[config.mk]
export PLATFORM = sky130hd
export DESIGN_NAME = joystick_dropout_hold_filter_top
export DESIGN_NICKNAME = d
export VERILOG_FILES = /design/src/sv/jdhf_pkg.sv /design/src/sv/jdhf_cfg.sv /design/src/sv/jdhf_core.sv /design/src/sv/joystick_dropout_hold_filter_top.sv
export VERILOG_INCLUDE_DIRS = /design/src /design/src/sv
export SDC_FILE = /design/constraint.sdc
export NUM_CORES = 1
export LEC_CHECK = 0
export ABC_AREA = 1
export BUFFER_PORTS_ARGS = -buffer_cell sky130_fd_sc_hd__buf_2
export CORE_MARGIN = 4
export CORE_UTILIZATION = 40
export CTS_CLUSTER_DIAMETER = 200
export DETAILED_ROUTE_END_ITERATION = 6
export PLACE_DENSITY = 0.56
export SLEW_MARGIN = 20
export SYNTH_ARGS = -nofsm -noshare
export SYNTH_HDL_FRONTEND = slang
export SYNTH_SLANG_ARGS = --single-unit
[constraint.sdc]
create_clock -name clk_i -period 3.83 [get_ports clk_i]
set_clock_uncertainty 0.15 [all_clocks]
set_input_delay 0.383 -clock clk_i [delete_from_list [all_inputs] [get_ports clk_i]]
set_output_delay 0.383 -clock clk_i [all_outputs]
set_load 0.05 [all_outputs]
[src/sv/joystick_dropout_hold_filter_top_assert.svh]
// ----------------------------------------------------------------------------
// Joystick dropout hold filter assertion macros
// Concurrent assertion helpers that vanish in synthesis builds.
// ----------------------------------------------------------------------------
`ifndef JOYSTICK_DROPOUT_HOLD_FILTER_TOP_ASSERT_SVH
`define JOYSTICK_DROPOUT_HOLD_FILTER_TOP_ASSERT_SVH

`ifndef SYNTHESIS
`define JDHF_ASSERT(lbl, clk, rstn, prop) \
  lbl: assert property (@(posedge clk) disable iff (!rstn) prop) \
    else $error("assertion failed");
`define JDHF_ASSERT_NEXT(lbl, clk, rstn, ante, cons) \
  `JDHF_ASSERT(lbl, clk, rstn, (ante) |=> (cons))
`else
`define JDHF_ASSERT(lbl, clk, rstn, prop)
`define JDHF_ASSERT_NEXT(lbl, clk, rstn, ante, cons)
`endif

`endif

[src/sv/jdhf_pkg.sv]
// ----------------------------------------------------------------------------
// Joystick dropout hold filter package
// Shared types, codes and small helper functions.
// ----------------------------------------------------------------------------
`default_nettype none

package jdhf_pkg;

  typedef enum logic [1:0] {
    CMD_AXIS   = 2'd0,
    CMD_BUTTON = 2'd1,
    CMD_CLEAR  = 2'd2,
    CMD_NONE   = 2'd3
  } cmd_e;

  typedef enum logic [1:0] {
    REG_AXIS_THRESHOLD = 2'd0,
    REG_AXIS_FRAMES    = 2'd1,
    REG_BUTTON_FRAMES  = 2'd2,
    REG_UNUSED         = 2'd3
  } reg_idx_e;

  localparam int unsigned CfgDataW = 16;
  localparam int unsigned ChanW    = 4;
  localparam int unsigned AxisW    = 16;
  localparam int unsigned CountW   = 8;
  localparam int unsigned InDataW  = 24;
  localparam int unsigned OutDataW = 24;

  localparam logic [CfgDataW-1:0] ThresholdReset = 16'd16384;
  localparam logic [CountW-1:0]   FramesReset    = 8'd3;

  typedef struct packed {
    logic [CfgDataW-1:0] axis_hold_threshold;
    logic [CountW-1:0]   axis_drop_frames;
    logic [CountW-1:0]   button_drop_frames;
  } cfg_t;

  typedef struct packed {
    cmd_e                    cmd;
    logic [ChanW-1:0]        channel_index;
    logic signed [AxisW-1:0] axis_value;
    logic                    button_pressed;
  } item_t;

  typedef struct packed {
    logic signed [AxisW-1:0] filtered_axis;
    logic                    filtered_button;
    logic                    index_error;
  } res_t;

  typedef struct packed {
    logic              release_now;
    logic [CountW-1:0] count;
  } count_t;

  function automatic logic [AxisW:0] magnitude(input logic [AxisW-1:0] v);
    logic [AxisW:0] ext;
    ext = {1'b0, v};
    if (v[AxisW-1]) begin
      return {1'b1, {AxisW{1'b0}}} - ext;
    end
    return ext;
  endfunction

  function automatic count_t count_low(input logic [CountW-1:0] cnt,
                                       input logic [CountW-1:0] frames);
    logic [CountW:0]   inc;
    logic [CountW-1:0] sat;
    logic [CountW-1:0] need;
    count_t            r;
    inc  = {1'b0, cnt} + (CountW+1)'(1);
    sat  = inc[CountW] ? {CountW{1'b1}} : inc[CountW-1:0];
    need = (frames == '0) ? CountW'(1) : frames;
    r.release_now = (sat >= need);
    r.count       = r.release_now ? '0 : sat;
    return r;
  endfunction

endpackage

`default_nettype wire

[src/sv/jdhf_cfg.sv]
// ----------------------------------------------------------------------------
// Joystick dropout hold filter configuration registers
// Holds the threshold and the two release frame counts.
// ----------------------------------------------------------------------------
`default_nettype none

module jdhf_cfg (
  input  wire logic                          clk_i,
  input  wire logic                          rst_ni,
  input  wire logic                          cfg_we_i,
  input  wire jdhf_pkg::reg_idx_e            cfg_idx_i,
  input  wire logic [jdhf_pkg::CfgDataW-1:0] cfg_data_i,
  output jdhf_pkg::cfg_t                     cfg_o
);

  jdhf_pkg::cfg_t cfg_q;

  always_ff @(posedge clk_i or negedge rst_ni) begin
    if (!rst_ni) begin
      cfg_q.axis_hold_threshold <= jdhf_pkg::ThresholdReset;
      cfg_q.axis_drop_frames    <= jdhf_pkg::FramesReset;
      cfg_q.button_drop_frames  <= jdhf_pkg::FramesReset;
    end else if (cfg_we_i) begin
      case (cfg_idx_i)
        jdhf_pkg::REG_AXIS_THRESHOLD: begin
          cfg_q.axis_hold_threshold <= cfg_data_i;
        end
        jdhf_pkg::REG_AXIS_FRAMES: begin
          cfg_q.axis_drop_frames <= cfg_data_i[jdhf_pkg::CountW-1:0];
        end
        jdhf_pkg::REG_BUTTON_FRAMES: begin
          cfg_q.button_drop_frames <= cfg_data_i[jdhf_pkg::CountW-1:0];
        end
        default: begin
        end
      endcase
    end
  end

  assign cfg_o = cfg_q;

endmodule

`default_nettype wire

[src/sv/jdhf_core.sv]
// ----------------------------------------------------------------------------
// Joystick dropout hold filter channel core
// Per-channel hold state and the combinational hold and release decision.
// ----------------------------------------------------------------------------
`default_nettype none

module jdhf_core #(
  parameter int unsigned NUM_AXES    = 8,
  parameter int unsigned NUM_BUTTONS = 16
) (
  input  wire logic           clk_i,
  input  wire logic           rst_ni,
  input  wire logic           fire_i,
  input  wire jdhf_pkg::item_t item_i,
  input  wire jdhf_pkg::cfg_t  cfg_i,
  output jdhf_pkg::res_t       res_o
);

  localparam int unsigned AxIdxW = (NUM_AXES > 1) ? $clog2(NUM_AXES) : 1;
  localparam int unsigned BtIdxW = (NUM_BUTTONS > 1) ? $clog2(NUM_BUTTONS) : 1;

  logic [jdhf_pkg::AxisW-1:0]  held_axis_q [NUM_AXES];
  logic [jdhf_pkg::CountW-1:0] axis_cnt_q  [NUM_AXES];
  logic [NUM_BUTTONS-1:0]      held_btn_q;
  logic [jdhf_pkg::CountW-1:0] btn_cnt_q   [NUM_BUTTONS];

  logic                        ax_ok, bt_ok;
  logic [AxIdxW-1:0]           ax_idx;
  logic [BtIdxW-1:0]           bt_idx;
  logic [jdhf_pkg::AxisW-1:0]  ax_held, ax_held_d;
  logic [jdhf_pkg::CountW-1:0] ax_cnt_d, bt_cnt_d;
  logic                        bt_held, bt_held_d;
  logic                        raw_high, held_high;
  jdhf_pkg::count_t            ax_step, bt_step;
  logic                        wr_axis, wr_btn, wr_clear;

  assign ax_ok  = {1'b0, item_i.channel_index} < (jdhf_pkg::ChanW+1)'(NUM_AXES);
  assign bt_ok  = {1'b0, item_i.channel_index} < (jdhf_pkg::ChanW+1)'(NUM_BUTTONS);
  assign ax_idx = AxIdxW'(item_i.channel_index);
  assign bt_idx = BtIdxW'(item_i.channel_index);

  assign ax_held = held_axis_q[ax_idx];
  assign bt_held = held_btn_q[bt_idx];

  assign raw_high  = jdhf_pkg::magnitude(item_i.axis_value) >=
                     {1'b0, cfg_i.axis_hold_threshold};
  assign held_high = jdhf_pkg::magnitude(ax_held) >= {1'b0, cfg_i.axis_hold_threshold};

  assign ax_step = jdhf_pkg::count_low(axis_cnt_q[ax_idx], cfg_i.axis_drop_frames);
  assign bt_step = jdhf_pkg::count_low(btn_cnt_q[bt_idx], cfg_i.button_drop_frames);

  always_comb begin
    if (raw_high) begin
      ax_held_d = item_i.axis_value;
      ax_cnt_d  = '0;
    end else if (held_high) begin
      ax_held_d = ax_step.release_now ? '0 : ax_held;
      ax_cnt_d  = ax_step.count;
    end else begin
      ax_held_d = '0;
      ax_cnt_d  = '0;
    end

    if (item_i.button_pressed) begin
      bt_held_d = 1'b1;
      bt_cnt_d  = '0;
    end else if (bt_held) begin
      bt_held_d = !bt_step.release_now;
      bt_cnt_d  = bt_step.count;
    end else begin
      bt_held_d = 1'b0;
      bt_cnt_d  = '0;
    end

    res_o    = '0;
    wr_axis  = 1'b0;
    wr_btn   = 1'b0;
    wr_clear = 1'b0;
    case (item_i.cmd)
      jdhf_pkg::CMD_AXIS: begin
        if (ax_ok) begin
          res_o.filtered_axis = ax_held_d;
          wr_axis             = fire_i;
        end else begin
          res_o.index_error = 1'b1;
        end
      end
      jdhf_pkg::CMD_BUTTON: begin
        if (bt_ok) begin
          res_o.filtered_button = bt_held_d;
          wr_btn                = fire_i;
        end else begin
          res_o.index_error = 1'b1;
        end
      end
      jdhf_pkg::CMD_CLEAR: begin
        wr_clear = fire_i;
      end
      default: begin
      end
    endcase
  end

  always_ff @(posedge clk_i or negedge rst_ni) begin
    if (!rst_ni) begin
      for (int i = 0; i < NUM_AXES; i++) begin
        held_axis_q[i] <= '0;
        axis_cnt_q[i]  <= '0;
      end
      held_btn_q <= '0;
      for (int i = 0; i < NUM_BUTTONS; i++) begin
        btn_cnt_q[i] <= '0;
      end
    end else if (wr_clear) begin
      for (int i = 0; i < NUM_AXES; i++) begin
        held_axis_q[i] <= '0;
        axis_cnt_q[i]  <= '0;
      end
      held_btn_q <= '0;
      for (int i = 0; i < NUM_BUTTONS; i++) begin
        btn_cnt_q[i] <= '0;
      end
    end else if (wr_axis) begin
      held_axis_q[ax_idx] <= ax_held_d;
      axis_cnt_q[ax_idx]  <= ax_cnt_d;
    end else if (wr_btn) begin
      held_btn_q[bt_idx] <= bt_held_d;
      btn_cnt_q[bt_idx]  <= bt_cnt_d;
    end
  end

endmodule

`default_nettype wire

[src/sv/joystick_dropout_hold_filter_top.sv]
// ----------------------------------------------------------------------------
// Joystick dropout hold filter top level
// Holds joystick axis and button samples across short dropouts.
// ----------------------------------------------------------------------------
// The block accepts one channel sample per clock cycle while the output is not
// stalled and returns exactly one result per sample, offered on the output
// after it passes the input register and the result register. The per-channel
// hold value and release count are read, updated and written back within the
// compute stage, which sets the rate of one item per cycle when not stalled.
// Configuration writes take effect on the next cycle.
`default_nettype none

`include "joystick_dropout_hold_filter_top_assert.svh"

module joystick_dropout_hold_filter_top #(
  parameter int unsigned NUM_AXES    = 8,
  parameter int unsigned NUM_BUTTONS = 16
) (
  input  wire logic                          clk_i,
  input  wire logic                          rst_ni,
  input  wire logic                          s_axis_tvalid,
  output      logic                          s_axis_tready,
  // channel_index[3:0], axis_value[19:4], button_pressed[20], zero pad
  input  wire logic [jdhf_pkg::InDataW-1:0]  s_axis_tdata,
  // cmd[1:0]
  input  wire logic [1:0]                    s_axis_tuser,
  output      logic                          m_axis_tvalid,
  input  wire logic                          m_axis_tready,
  // filtered_axis[15:0], filtered_button[16], zero pad
  output      logic [jdhf_pkg::OutDataW-1:0] m_axis_tdata,
  // index_error[0]
  output      logic                          m_axis_tuser,
  input  wire logic                          cfg_we_i,
  input  wire logic [1:0]                    cfg_idx_i,
  input  wire logic [jdhf_pkg::CfgDataW-1:0] cfg_data_i
);

  jdhf_pkg::cfg_t  cfg;
  jdhf_pkg::item_t item_d, item_q;
  jdhf_pkg::res_t  res, res_q;
  logic            in_valid_q, m_valid_q;
  logic            advance, fire;

  assign advance       = !m_valid_q || m_axis_tready;
  assign fire          = in_valid_q && advance;
  assign s_axis_tready = !in_valid_q || advance;

  assign item_d.cmd            = jdhf_pkg::cmd_e'(s_axis_tuser);
  assign item_d.channel_index  = s_axis_tdata[3:0];
  assign item_d.axis_value     = s_axis_tdata[19:4];
  assign item_d.button_pressed = s_axis_tdata[20];

  jdhf_cfg u_cfg (
    .clk_i      (clk_i),
    .rst_ni     (rst_ni),
    .cfg_we_i   (cfg_we_i),
    .cfg_idx_i  (jdhf_pkg::reg_idx_e'(cfg_idx_i)),
    .cfg_data_i (cfg_data_i),
    .cfg_o      (cfg)
  );

  jdhf_core #(
    .NUM_AXES    (NUM_AXES),
    .NUM_BUTTONS (NUM_BUTTONS)
  ) u_core (
    .clk_i  (clk_i),
    .rst_ni (rst_ni),
    .fire_i (fire),
    .item_i (item_q),
    .cfg_i  (cfg),
    .res_o  (res)
  );

  always_ff @(posedge clk_i or negedge rst_ni) begin
    if (!rst_ni) begin
      in_valid_q <= 1'b0;
      m_valid_q  <= 1'b0;
    end else begin
      if (s_axis_tready) begin
        in_valid_q <= s_axis_tvalid;
      end
      if (advance) begin
        m_valid_q <= in_valid_q;
      end
    end
  end

  always_ff @(posedge clk_i) begin
    if (s_axis_tvalid && s_axis_tready) begin
      item_q <= item_d;
    end
    if (fire) begin
      res_q <= res;
    end
  end

  assign m_axis_tvalid = m_valid_q;
  assign m_axis_tdata  = {7'd0, res_q.filtered_button, res_q.filtered_axis};
  assign m_axis_tuser  = res_q.index_error;

  `JDHF_ASSERT(a_err_zero, clk_i, rst_ni,
    (m_valid_q && res_q.index_error) |-> (m_axis_tdata == '0))
  `JDHF_ASSERT(a_one_kind, clk_i, rst_ni,
    fire |-> !((res.filtered_axis != '0) && res.filtered_button))
  `JDHF_ASSERT_NEXT(a_fire_out, clk_i, rst_ni, fire, m_valid_q)
  `JDHF_ASSERT_NEXT(a_stall_keep, clk_i, rst_ni,
    (in_valid_q && !advance), (in_valid_q && $stable(item_q)))

endmodule

`default_nettype wire
Word level (Yosys, flattened, before mapping)
Cells that the tools add are included.
- reductions and logical operators: 21
- equal/unequal tests: 5
- muxes and demuxes: 59
- bitwise logic cells: 2
- add/sub/neg operators: 4
- magnitude comparators: 11
- operators by type and width (operator ; number):
    $mux 128 ; 5
    $bwmux 128 ; 2
    $mux 16 ; 9
    $mux 64 ; 2
    $mux 8 ; 16
    $mux 17 ; 4
    $bwmux 64 ; 1
    $bmux 16 s3 ; 1
    $demux 16 s3 ; 1
    $ge 17x16->1 ; 2
    $sub 17x16->17 const A ; 2
    $bmux 8 s4 ; 1
    $demux 8 s4 ; 1
    $bmux 8 s3 ; 1
    $demux 8 s3 ; 1
    $add 8x1->9 const B ; 2
    $bwmux 16 ; 1
    $ge 8x8->1 ; 2
    $logic_not 8->1 ; 2
    $mux 1 ; 11
    $reduce_and 2->1 ; 5
    $ge 5x5->1 const B ; 1
    $logic_and 1x1->1 ; 5
    $lt 4x5->1 const B ; 1
    16 further kinds ; 23
- output and inout port bits: 27
- flip-flop bits (word level): 411
- input bits: 49
- logic and storage cells: 147

Logic depth before layout (Yosys ltp)
- word-level depth: 14
- depth in mapped cells: 30

Hierarchy
Synthesis repeated with hierarchy kept, for this count alone.
- cells, all modules: 2862
- area total of the unflattened synthesis: 21851.0 um^2
- modules (own cells, without submodules) (module ; cells each ; area each (um^2) ; seq. area each (um^2) ; instances):
    jdhf_core ; 2659 ; 19115.8 ; 8408.1 ; 1
    joystick_dropout_hold_filter_top ; 61 ; 1382.6 ; 1281.2 ; 1
    jdhf_cfg ; 142 ; 1352.5 ; 807.0 ; 1

Least setup slack after synthesis
Ideal clock, no wire load.
- path kind: register -> register
- from: register item_q[17] (netlist name)
- to: register u_core.axis_cnt_q[15] (netlist name)
- slack: -0.331 ns
- cell stages (with the launch flop): 28
- library setup time: 0.066 ns
- path buffers: 5
- period minus slack after synthesis: 4.161 ns
- arrival: 3.946 ns
- cells stage by stage: edfxtp_1 -> buf_6 -> nand2_4 -> inv_4 -> buf_6 -> buf_6 -> buf_6 -> a22oi_1 -> nand3_1 -> nand2_1 -> ha_1 -> nand2_1 -> nor2_1 -> nand2_1 -> nand2_1 -> nand2_1 -> xor2_1 -> inv_1 -> ha_1 -> nand2_1 -> nor3_1 -> nand3_1 -> o2111ai_2 -> nand2_1 -> nor2_2 -> clkbuf_1 -> nand3_1 -> nand2_1
- word-level cells in the longest chain between the ends: 13
- RTL lines (item ; line ; source):
    start: declaration ; joystick_dropout_hold_filter_top.sv:39 ; jdhf_pkg::item_t item_d, item_q;
    start signal: assignment ; joystick_dropout_hold_filter_top.sv:90 ; item_q <= item_d;
    $not 3->4 (implied by the code) ; jdhf_core.sv:42, jdhf_core.sv:49, jdhf_core.sv:125 ;
    $bmux 16 s3 or $bmux 8 s3 (tied branches) ; jdhf_core.sv:42, jdhf_core.sv:49 ;
    $mux 16 (implied by the code) or $mux 8 (tied branches) (2 in series) ; jdhf_core.sv:42, jdhf_core.sv:49 ;
    $sub 17x16->17 or $add 8x1->9 (tied branches) ; jdhf_pkg.sv:61, jdhf_pkg.sv:72 ;
    $mux 17 or $mux 8 (tied branches) ; jdhf_pkg.sv:60, jdhf_pkg.sv:73 ;
    $mux 17 or $ge 8x8->1 (tied branches) ; jdhf_pkg.sv:63, jdhf_pkg.sv:75 ;
    $ge 17x16->1 or $mux 8 (tied branches) ; jdhf_core.sv:47, jdhf_pkg.sv:76 ;
    $mux 8 ; jdhf_core.sv:56 ; end else if (held_high) begin
    $mux 8 ; jdhf_core.sv:53 ; if (raw_high) begin
    $bwmux 64 ; jdhf_core.sv:125 ; axis_cnt_q[ax_idx] <= ax_cnt_d;
    $mux 64 ; jdhf_core.sv:123 ; end else if (wr_axis) begin
    $mux 64 ; jdhf_core.sv:114 ; end else if (wr_clear) begin
    end signal: indexed assignment ; jdhf_core.sv:125 ;
    end: declaration ; jdhf_core.sv:23 ; logic [jdhf_pkg::CountW-1:0] axis_cnt_q [NUM_AXES];
Parallel ways exist; a longest one is shown, timed or not. The select of a mux whose other input is x is not followed.
A chain may end at the register's enable or synchronous reset.

Worst setup path in the final report
- from: register item_q[17] (netlist name)
- to: register u_core.axis_cnt_q[20] (netlist name)
Same word-level chain as after synthesis.

==> run_results.csv <==
group,metric,value,unit
die,num_rows,85,
placed_design,placed_cell_area,25100,sq um
critical_path,setup.worst_path.start_class,"register",
grt,number_of_antenna_violations_at_the_first_check_in_global_routing,0,
critical_path,cpMostUsedCell,"sky130_fd_sc_hd__buf_12",
clocking,cts_tree,"built",
run_status,failed_checks,"setup timing",
hold_path,hold_path_class,"in2reg",
synthesis,synth_warnings,0,
timing,worst_slack,-0.282,ns
clocking,htreeDepth,2,
timing,grt_setup_unrepaired,"true",
critical_path,critical_path.max_fanout,7,
clocking,clock_path_buffers,3,
critical_path,worstReg2RegStart,"item_q[17]",
critical_path,cp_data_arrival_time,4.49,ns
power,post-layout-total-power,11.8,mW
clocking,clk_pin_slew_worst_paths,0.06,ns
grt,global_route.overflow_total,0,
clocking,clock_sinks,411,
timing,slew_headroom,31.1,%
clocking,clock_latency_on_the_worst_skew_pair,0.61,ns
hold_path,holdCritStartpoint,"cfg_we_i",
placed_design,gp_congestion,0.847,
detailed_routing,drt_wl_total,77200,um
final_layout,finalNetCount,3268,
final_layout,synthToLayoutAreaGrowth,41.5,%
synthesis,yosysSeqAreaShare,48.3,%
detailed_routing,drtIter0Drc,1451,
die,core_area,53800,sq um
synthesis,synthCells,2793,
detailed_routing,wire_per_inst,19.8,um
clocking,clockRootBuffer,"sky130_fd_sc_hd__clkbuf_16",
die,initial_core_util,40.3,%
timing,finalSetupViolCount,347,
placed_design,numPortBuffers,65,
critical_path,critPathLaunch,"item_q[17]",
synthesis,netlist-cell-type-count,52,
synthesis,ys_top_cells_by_area,"sky130_fd_sc_hd__dfrtp_1 42%, sky130_fd_sc_hd__nand2_1 21%, sky130_fd_sc_hd__nand3_1 6.7%",
critical_path,type_of_the_worst_setup_path,"reg2reg",
die,die_height,241,um
timing,fin_crit_sh,107,%
synthesis,netlist_area,21700,sq um
grt,global_route.usage.total,26.0,%
timing,drv_slew,0,
grt,first_global_vias,21100,
die,die-width,241,um
synthesis,synth.avg_cell_area,7.77,sq um
final_layout,final_cell_mix,"1097 x sky130_fd_sc_hd__nand2_1, 365 x sky130_fd_sc_hd__dfrtp_1, 227 x sky130_fd_sc_hd__nand3_2",
final_layout,final_design_instance_area_without_fill,30700,sq um
die,die_footprint,58100,sq um
critical_path,worst_path_max_delay_cell,"sky130_fd_sc_hd__edfxtp_1",
placed_design,place_hpwl,48000,um
detailed_routing,remaining_drc_errors,0,
final_layout,layout.cells.most_common,"sky130_fd_sc_hd__nand2_1",
power,power.density_cell_area,386,nW/um^2
final_layout,layout-drive-gt1-share,33.5,%
timing,timing.final.crit_period,4.11,ns
synthesis,synth.ff_latch_count,411,
synthesis,library_cell_occupying_the_most_area_in_the_post_synthesis_netlist,"sky130_fd_sc_hd__dfrtp_1",
critical_path,critPathCaptureType,"register",
power,p_leak,15.2,nW
final_layout,number_of_antenna_diodes,0,
grt,grt_max_degree,112,
detailed_routing,firstDrtPassIters,5,
detailed_routing,vias,21000,
power,peakVddDrop,0.362,mV
detailed_routing,ant_nets,0,
run_status,outcome,"finished with violations",
critical_path,worst-endpoint-required,4.21,ns
critical_path,critical_path.max_stage_delay,0.42,ns
timing,fmax,243,MHz
grt,first_pass_grt_wire_length,119000,um
die,boundaryPins,76,
clocking,numCtsBuffers,47,
synthesis,netlist.area_leader.share,42.1,%
timing,timing_hold_violations_final,0,
detailed_routing,drt-vias-per-instance,5.37,
job,drv.max_cap_violation_count,0,
timing,worstMarginPinSlew,1.03,ns
## cell families (layout without fill, tap and decap cells)
family / Yosys count / in the layout / share of synthesized area, %
AND/OR/NAND/NOR: 1777 / 1777 / 34.4
other: 1 / 7 / 0.0173
flip-flops: 411 / 411 / 48.3
adder cells (fa/ha/maj): 52 / 52 / 3.00
buffers and inverters: 292 / 699 / 6.44
AO/OA/AOI/OAI: 236 / 236 / 6.82
XOR/XNOR: 24 / 24 / 0.968
## layout make-up
cell class              instances  area [sq um]
fillers                      4759         23100
multi-input cells            2096         12500
flip-flops and latches        411         10500
repair buffers                444          4640
clock buffers                  65          1350
well taps                     696           871
inverters                     167           647
clock inverters                23           239
## routing by layer
metal  vias up  global-route usage, %  wire length, um
met5         -                      0                0
met4         0                   9.95             3210
met3       166                   3.17             3790
met2       616                   45.8            38600
met1     10400                   32.9            31600
li1       9808                      -                -
## power by group
group / internal, mW / switching [mW] / total [mW] / leakage (nW)
registers: 4.56 / 0.0883 / 4.65 / 5.49
logic: 0.997 / 1.53 / 2.53 / 8.86
clock network: 2.70 / 1.97 / 4.67 / 0.797
## synth_stat cells, drive strengths merged
cell type  number
a211o           2
a211oi          3
a21boi          3
a21oi          39
a22oi          53
a41o            2
buf            80
clkbuf         45
clkinv          1
conb            1
dfrtp         365
dfstp           5
edfxtp         41
ha             52
inv           166
nand2        1235
nand3         303
nand3b          3
nand4          52
nor2          173
nor3            5
nor4            5
o2111ai         2
o211ai          1
o21a            1
o21ai         127
o21bai          1
o22ai           1
o31ai           1
or2             1
xnor2           6
xor2           18
## worst max-delay path: cells and delay by family, from the launching register on
kind,cells,cell delay [ns]
fa+ha+maj,1,0.27
compound gates,2,0.48
flops,1,0.42
simple gates,16,1.43
buf+inv,10,1.25
## stage by stage
| stage | setup WS, ns | hold WS (ns) | cells | utilization [%] | TNS [ns] |
|---|---|---|---|---|---|
| 6_report | -0.282 | 0.216 | 3902 | 57.1 | -63.97 |
| 5_1_grt | -0.493 | 0.270 | 3902 | 57.1 | -127.21 |
| 4_1_cts | -0.224 | 0.178 | 3880 | 54.7 | -34.73 |
| 3_5_place_dp | -0.404 | 0.309 | 3680 | 46.7 | -95.62 |
| 3_3_place_gp | -0.340 | 0.304 | 3680 | 46.7 | -69.86 |
| 2_1_floorplan | -0.0977 | -0.0626 | 2799 | - | -5.37 |
## final timing paths
path / to / slack [ns] / depth (start not counted)
max: u_core.axis_cnt_q[20] / -0.28 / 29
min: u_cfg.cfg_o[0] / 0.22 / 4
max reg2reg: u_core.axis_cnt_q[20] / -0.28 / 29
min reg2reg: u_core.btn_cnt_q[63] / 0.32 / 2
max in group asynchronous: u_core.btn_cnt_q[62] / 2.20 / 3
min in group asynchronous: u_core.btn_cnt_q[5] / 0.27 / 2
## flip-flops by register name, indices dropped and copies added (netlist names)
name and count:
u_core.held_btn_q 16, item_q 23, m_axis_tdata 17, m_axis_tuser 1
in_valid_q 1, u_cfg.cfg_o 32, u_core.axis_cnt_q 64, u_core.btn_cnt_q 128
m_axis_tvalid 1, u_core.held_axis_q 128
## what timing repair did
| action | CTS | global route |
|---|---|---|
| setup buffers | 52 | 21 |
| pin swaps | 192 | 239 |
| setup endpoints to repair | 353 | 353 |
| hold buffers | 44 | 0 |
| endpoints found under the hold margin | 157 | 0 |
| cloned | 16 | 7 |
| resized for setup | 310 | 276 |
(Power assumes the default switching activity.)
